===== src/hdl/izhikevich_neuron_stdp_update_unit_macros.svh =====
// Assertion macros used by the block's top module.
`ifndef IZHIKEVICH_NEURON_STDP_UPDATE_UNIT_MACROS_SVH
`define IZHIKEVICH_NEURON_STDP_UPDATE_UNIT_MACROS_SVH

// The consequent must hold in the same cycle as the antecedent.
`define IZH_ASSERT_SAME(label, clk, rst_n, ante, cons, msg) \
	label: assert property (@(posedge clk) disable iff (!rst_n) (ante) |-> (cons)) \
		else $error(msg);

// The consequent must hold in the cycle after the antecedent.
`define IZH_ASSERT_NEXT(label, clk, rst_n, ante, cons, msg) \
	label: assert property (@(posedge clk) disable iff (!rst_n) (ante) |=> (cons)) \
		else $error(msg);

`endif


===== src/hdl/izh_pkg.sv =====
package izh_pkg;

	localparam int LANES              = 8;
	localparam int NEURON_COUNT_DEF   = 1024;
	localparam int MAX_SYNAPSES_DEF   = 64;
	localparam int FRACTION_BITS_DEF  = 16;

	localparam int IDX_W      = 10;
	localparam int CNT_W      = 7;
	localparam int SPK_W      = 64;
	localparam int CFG_IDX_W  = 3;
	localparam int CFG_DATA_W = 24;
	localparam int EXC_W      = 11;
	localparam int RATE_W     = 16;
	localparam int BUMP_W     = 22;
	localparam int GAIN_W     = 16;
	localparam int CEIL_W     = 24;

	localparam logic [CFG_IDX_W-1:0] REG_EXC_COUNT = 3'd0;
	localparam logic [CFG_IDX_W-1:0] REG_RATE_EXC  = 3'd1;
	localparam logic [CFG_IDX_W-1:0] REG_BUMP_EXC  = 3'd2;
	localparam logic [CFG_IDX_W-1:0] REG_RATE_INH  = 3'd3;
	localparam logic [CFG_IDX_W-1:0] REG_BUMP_INH  = 3'd4;
	localparam logic [CFG_IDX_W-1:0] REG_DEP_GAIN  = 3'd5;
	localparam logic [CFG_IDX_W-1:0] REG_POT_GAIN  = 3'd6;
	localparam logic [CFG_IDX_W-1:0] REG_CEILING   = 3'd7;

	localparam logic [EXC_W-1:0]  EXC_COUNT_RST = 11'd800;
	localparam logic [RATE_W-1:0] RATE_EXC_RST  = 16'd1311;
	localparam logic [RATE_W-1:0] RATE_INH_RST  = 16'd6554;
	localparam logic [GAIN_W-1:0] DEP_GAIN_RST  = 16'd7864;
	localparam logic [GAIN_W-1:0] POT_GAIN_RST  = 16'd6554;

	typedef logic signed [31:0] q_t;

	typedef struct packed {
		logic clear;
		logic p1;
		logic p2;
		logic active;
		logic spike;
	} lane_ctl_t;

	typedef struct packed {
		logic start;
		logic clear;
		logic exc;
	} soma_cmd_t;

	typedef struct packed {
		logic done;
		logic fired;
	} soma_rsp_t;

	function automatic q_t sat32(input logic signed [63:0] x);
		if (x > 64'sd2147483647) begin
			return 32'sh7FFFFFFF;
		end else if (x < -64'sd2147483648) begin
			return 32'sh80000000;
		end
		return x[31:0];
	endfunction

endpackage


===== src/hdl/izh_merge.sv =====
module izh_merge (
	input  logic               clk,
	input  logic               arst_n,
	input  logic               clr,
	input  izh_pkg::q_t        contrib [izh_pkg::LANES],
	output logic signed [39:0] acc
);

	logic signed [39:0] acc_q;
	logic signed [39:0] lane_sum;

	// Lane results are already zero outside the current pass.
	always_comb begin
		lane_sum = '0;
		for (int l = 0; l < izh_pkg::LANES; l++) begin
			lane_sum = lane_sum + 40'(contrib[l]);
		end
	end

	always_ff @(posedge clk or negedge arst_n) begin
		if (!arst_n) begin
			acc_q <= '0;
		end else if (clr) begin
			acc_q <= '0;
		end else begin
			acc_q <= acc_q + lane_sum;
		end
	end

	assign acc = acc_q;

endmodule


===== config.mk =====
export PLATFORM = sky130hd
export DESIGN_NAME = izh_merge
export DESIGN_NICKNAME = d
export VERILOG_FILES = /design/src/hdl/izhikevich_neuron_stdp_update_unit_macros.svh /design/src/hdl/izh_pkg.sv /design/src/hdl/izh_merge.sv
export SDC_FILE = /design/constraint.sdc
export NUM_CORES = 1
export LEC_CHECK = 0
export ABC_AREA = 1
export ABC_CLOCK_PERIOD_IN_PS = 6900
export BUFFER_PORTS_ARGS = -buffer_cell sky130_fd_sc_hd__buf_2
export CAP_MARGIN = 20
export CORE_ASPECT_RATIO = 1.1
export CORE_UTILIZATION = 59
export CTS_CLUSTER_SIZE = 25
export DETAILED_ROUTE_END_ITERATION = 12
export PLACE_DENSITY_LB_ADDON = 0.08
export SLEW_MARGIN = 20
export SYNTH_ARGS = -nofsm -noshare
export SYNTH_HDL_FRONTEND = slang
export SYNTH_SLANG_ARGS = --single-unit

===== constraint.sdc =====
create_clock -name clk -period 6.9 [get_ports clk]
set_clock_uncertainty 0.05 [all_clocks]
set_input_delay 1.035 -clock clk [delete_from_list [all_inputs] [get_ports clk]]
set_output_delay 1.035 -clock clk [all_outputs]
set_load 0.03 [all_outputs]

# Word-level counts from Yosys, hierarchy flattened
# Cells that the tools add are included.
# classes
addsub	8
muxes	1
# op_table
cell	count
adder 40 x 39 -> 40 bit	1
2-to-1 mux 40 bit	1
adder 38 x 32 -> 39 bit	1
adder 37 x 32 -> 38 bit	1
adder 36 x 32 -> 37 bit	1
adder 35 x 32 -> 36 bit	1
adder 34 x 32 -> 35 bit	1
adder 33 x 32 -> 34 bit	1
adder 32 x 32 -> 33 bit	1
# word_totals
reg_bits	40
input_bits	259
output_inout_bits	40
wordCells	10

# Longest topological paths before layout
# depth
word_depth	9
depth_mapped	23
ltp_nobuf	23

# Worst setup path after synthesis
# OpenSTA, ideal clock, no wires.
# synth_timing
path_kind	input to register
from	input contrib[127] in the netlist's numbering
to	register acc_q[35] (netlist: acc[35])
setup_ps	114
t_arrival_ps	4545
t_required_ps	6736
setup_slack_ps	2191
path_stages	18
path_buffers	0
cell_sequence	fa_1 > inv_1 > fa_1 > inv_1 > fa_1 > inv_1 > fa_1 > inv_1 > ha_1 > nand2_1 > nor2_1 > inv_1 > nor3_2 > nand3_1 > nand3_1 > nand2_1 > inv_1 > nor2_1
# synth_between
elab_chain_len	6
# synth_lines
item	line_no	text
from (decl)	izh_merge.sv:5	input izh_pkg::q_t contrib [izh_pkg::LANES],
adder 35 x 32 -> 36 bit	izh_merge.sv:16	lane_sum = lane_sum + 40'(contrib[l]);
adder 36 x 32 -> 37 bit	izh_merge.sv:16	
adder 37 x 32 -> 38 bit	izh_merge.sv:16	
adder 38 x 32 -> 39 bit	izh_merge.sv:16	
adder 40 x 39 -> 40 bit	izh_merge.sv:26	acc_q <= acc_q + lane_sum;
2-to-1 mux 40 bit	izh_merge.sv:23	end else if (clr) begin
to (signal assigned)	izh_merge.sv:26	
to (decl)	izh_merge.sv:9	logic signed [39:0] acc_q;
# No other way between the ends.

# Worst setup path after layout
# layout_timing
from	input contrib[194] in the netlist's numbering
to	register acc_q[30] (netlist: acc[30])
# layout_between
elab_chain_len	9
# layout_lines
item	line_no
adder 32 x 32 -> 33 bit	izh_merge.sv:16
adder 33 x 32 -> 34 bit	izh_merge.sv:16
adder 34 x 32 -> 35 bit	izh_merge.sv:16
adder 35 x 32 -> 36 bit	izh_merge.sv:16
adder 36 x 32 -> 37 bit	izh_merge.sv:16
adder 37 x 32 -> 38 bit	izh_merge.sv:16
adder 38 x 32 -> 39 bit	izh_merge.sv:16
adder 40 x 39 -> 40 bit	izh_merge.sv:26
2-to-1 mux 40 bit	izh_merge.sv:23
# No other way between the ends.

==> impl_metrics.py <==
metrics = {
    "worst_setup_path": {
        "cp_max_fo": 5,
        "required_ns": 7.03,
        "worst-setup-path-type": "input pin to register",
        "start_kind": "input pin",
        "cp-end-kind": "register",
        "ff2ff_setup_slack_ns": 2.49,
        "worst_ep_arrival_time_ns": 5.04,
    },
    "die": {
        "die_h_um": 141,
        "num_io_pins": 299,
        "floorplan.initialDensity_pct": 60.6,
        "die-area_um2": 18100,
        "rows": 50,
        "die_w_um": 129,
        "design.core.area_um2": 17100,
    },
    "clock_tree": {
        "postCtsResizedCells": 0,
        "cts_tree": "done",
        "clock_path_buffers": 2,
        "cts.clk_slew.worst_paths_ns": 0.07,
        "htree_levels": 2,
        "cts_sinks": 40,
        "cts_hold_repair.buffers": 0,
        "clkLatencyLatePin_ns": 0.29,
        "root_buffer": "clkbuf_16",
        "cts_setup_buffers": 0,
        "numCtsBuffers": 5,
    },
    "final_layout": {
        "num_antenna_cells": 0,
        "design_area_um2": 12300,
        "largest_reg_flops": 40,
        "nets": 2112,
        "syn_to_final_growth_pct": 18.4,
        "drive_above_1_share_pct": 21.8,
    },
    "timing": {
        "setup_tns_ns": 0,
        "rsz0062_at_grt": "false",
        "hold_viol_final": 0,
        "max_clock_freq_mhz": 204,
        "slew_headroom_pct": 60.7,
        "finalSetupViolations": 0,
        "period_share_pct": 71.1,
        "period_minus_slack_ns": 4.91,
        "hold_ws_ns": 0.687,
        "drv_slew": 0,
        "worst_pin_slew_ns": 0.589,
    },
    "synth": {
        "avgSynthCellArea_um2": 8.24,
        "async_flop_share_pct": 100,
        "netlist_area_um2": 10400,
        "synth_top_area_share_pct": 48.0,
        "ys_ff_latch": 40,
        "synth_edf_count": 0,
        "synth_mux_area_share_pct": 0,
        "synth_nets": 1810,
        "synth-simple-area-share_pct": 15.0,
        "ys.flop_type": "dfrtp_1",
        "synth-compound-area-share_pct": 4.53,
        "yosys_warnings": 0,
        "post-synth-top-count-cell": "inv_1",
        "yosysTopAreaCell": "fa_1",
        "synth-xor-area-share_pct": 0.928,
        "yosysSeqAreaShare_pct": 9.64,
        "ys_types": 27,
        "synthTopCellsByCount": "inv_1 (454), fa_1 (249), nand2_1 (217)",
        "synth_fa_ha_area_share_pct": 53.1,
        "synth_top_family_by_area": "adder cells",
        "syn_inst": 1260,
        "synth_area_leaders": "fa_1 (48%), inv_1 (16%), dfrtp_1 (9.6%)",
    },
    "global_routing": {
        "grt_pass1_wl_um": 39500,
        "overflow": 0,
        "antenna_found_initial": 0,
        "grt_pass1_vias": 8884,
        "grt_max_degree": 41,
        "grt_use_total_pct": 27.8,
    },
    "placed_design": {
        "gp_congestion": 0.918,
        "io_buffers": 298,
        "dpl.hpwl_um": 21400,
        "placed_cell_area_um2": 12100,
    },
    "routing": {
        "via_count": 8519,
        "drt_iter0_markers": 273,
        "drc_errors": 0,
        "ant_nets": 0,
        "viasPerCell": 4.74,
        "finalWirelength_um": 23400,
        "wl_per_cell_um": 13.0,
        "dr.pass1.iters": 5,
    },
    "flow_run": {
        "max-cap-violations": 0,
    },
    "min_path": {
        "hold_path.class": "input pin to asynchronous set/reset pin",
    },
    "outcome": {
        "status": "finished clean",
    },
}
worst max-delay path, stage by stage:
cell     delay, ns
buf_2         0.11
fa_1          0.56
fa_1          0.45
fa_1          0.56
inv_1         0.05
fa_1          0.42
inv_1         0.07
ha_1          0.25
inv_1         0.09
fa_1          0.41
inv_1         0.15
nand3_1       0.10
nand3_2       0.12
nand2_1       0.08
nand3_2       0.09
nand2_1       0.06
nand2_1       0.13
nand2_1       0.09
a21oi_1       0.14
nor2_1        0.07
path summary, 6_finish.rpt:
kind	start	endpoint	cells after the start
hold / removal	arst_n	acc[38]	1
min in group clk	acc[0]	acc[0]	4
setup reg to reg	acc[0]	acc[30]	19
max in group asynchronous	arst_n	acc[9]	1
hold reg to reg	acc[0]	acc[0]	4
setup / recovery	contrib[194]	acc[30]	20
metrics by stage:
| stage | setup slack [ns] | util, % | instances |
|---|---|---|---|
| floorplan | 2.19 | - | 1260 |
| finish | 1.99 | 71.8 | 1797 |
| detailed placement | 1.71 | 70.9 | 1789 |
| CTS | 2.00 | 71.7 | 1797 |
| global placement | 1.68 | 70.9 | 1789 |
| global route | 1.74 | 71.8 | 1797 |
cells by family after synthesis:
family,after synthesis
buffers and inverters,461
and+or+nand+nor,368
adders and majority gates,291
AOI/OAI and AO/OA,89
DFF,40
xor gates and xnor gates,11
cell type report:
cell class | count | area (µm²)
Clock buffer | 7 | 143
Clock inverter | 1 | 7.51
Fill cell | 1437 | 4840
Inverter | 457 | 1720
Multi-Input combinational cell | 759 | 7640
Sequential cell | 40 | 1000
Tap cell | 234 | 293
Timing Repair Buffer | 299 | 1500
layout by cell type (no fill, tap or decap), types with 4 or more instances in the layout:
cell / count
o21bai_1: 5
nand3_2: 9
a21oi_1: 52
nor3_1: 8
dfrtp_1: 40
clkbuf_16: 5
nand2_2: 15
nand4_1: 7
xnor2_1: 8
fa_1: 249
nand2_1: 217
ha_1: 42
nor2_2: 4
o21ai_0: 28
inv_1: 454
nand3_1: 18
nor2_1: 84
buf_2: 297
routing by layer:
layer | share of wire (%) | routed length [µm] | track usage [%]
met5 | 0 | 0 | 0
met4 | 2.1 | 498 | 7.06
met3 | 5.1 | 1210 | 2.47
met2 | 53 | 12400 | 51.0
met1 | 40 | 9290 | 35.1
Power is left out: the tool's default activity adds up to more than one toggle a clock period on the data nets, which glitch-free logic cannot reach.
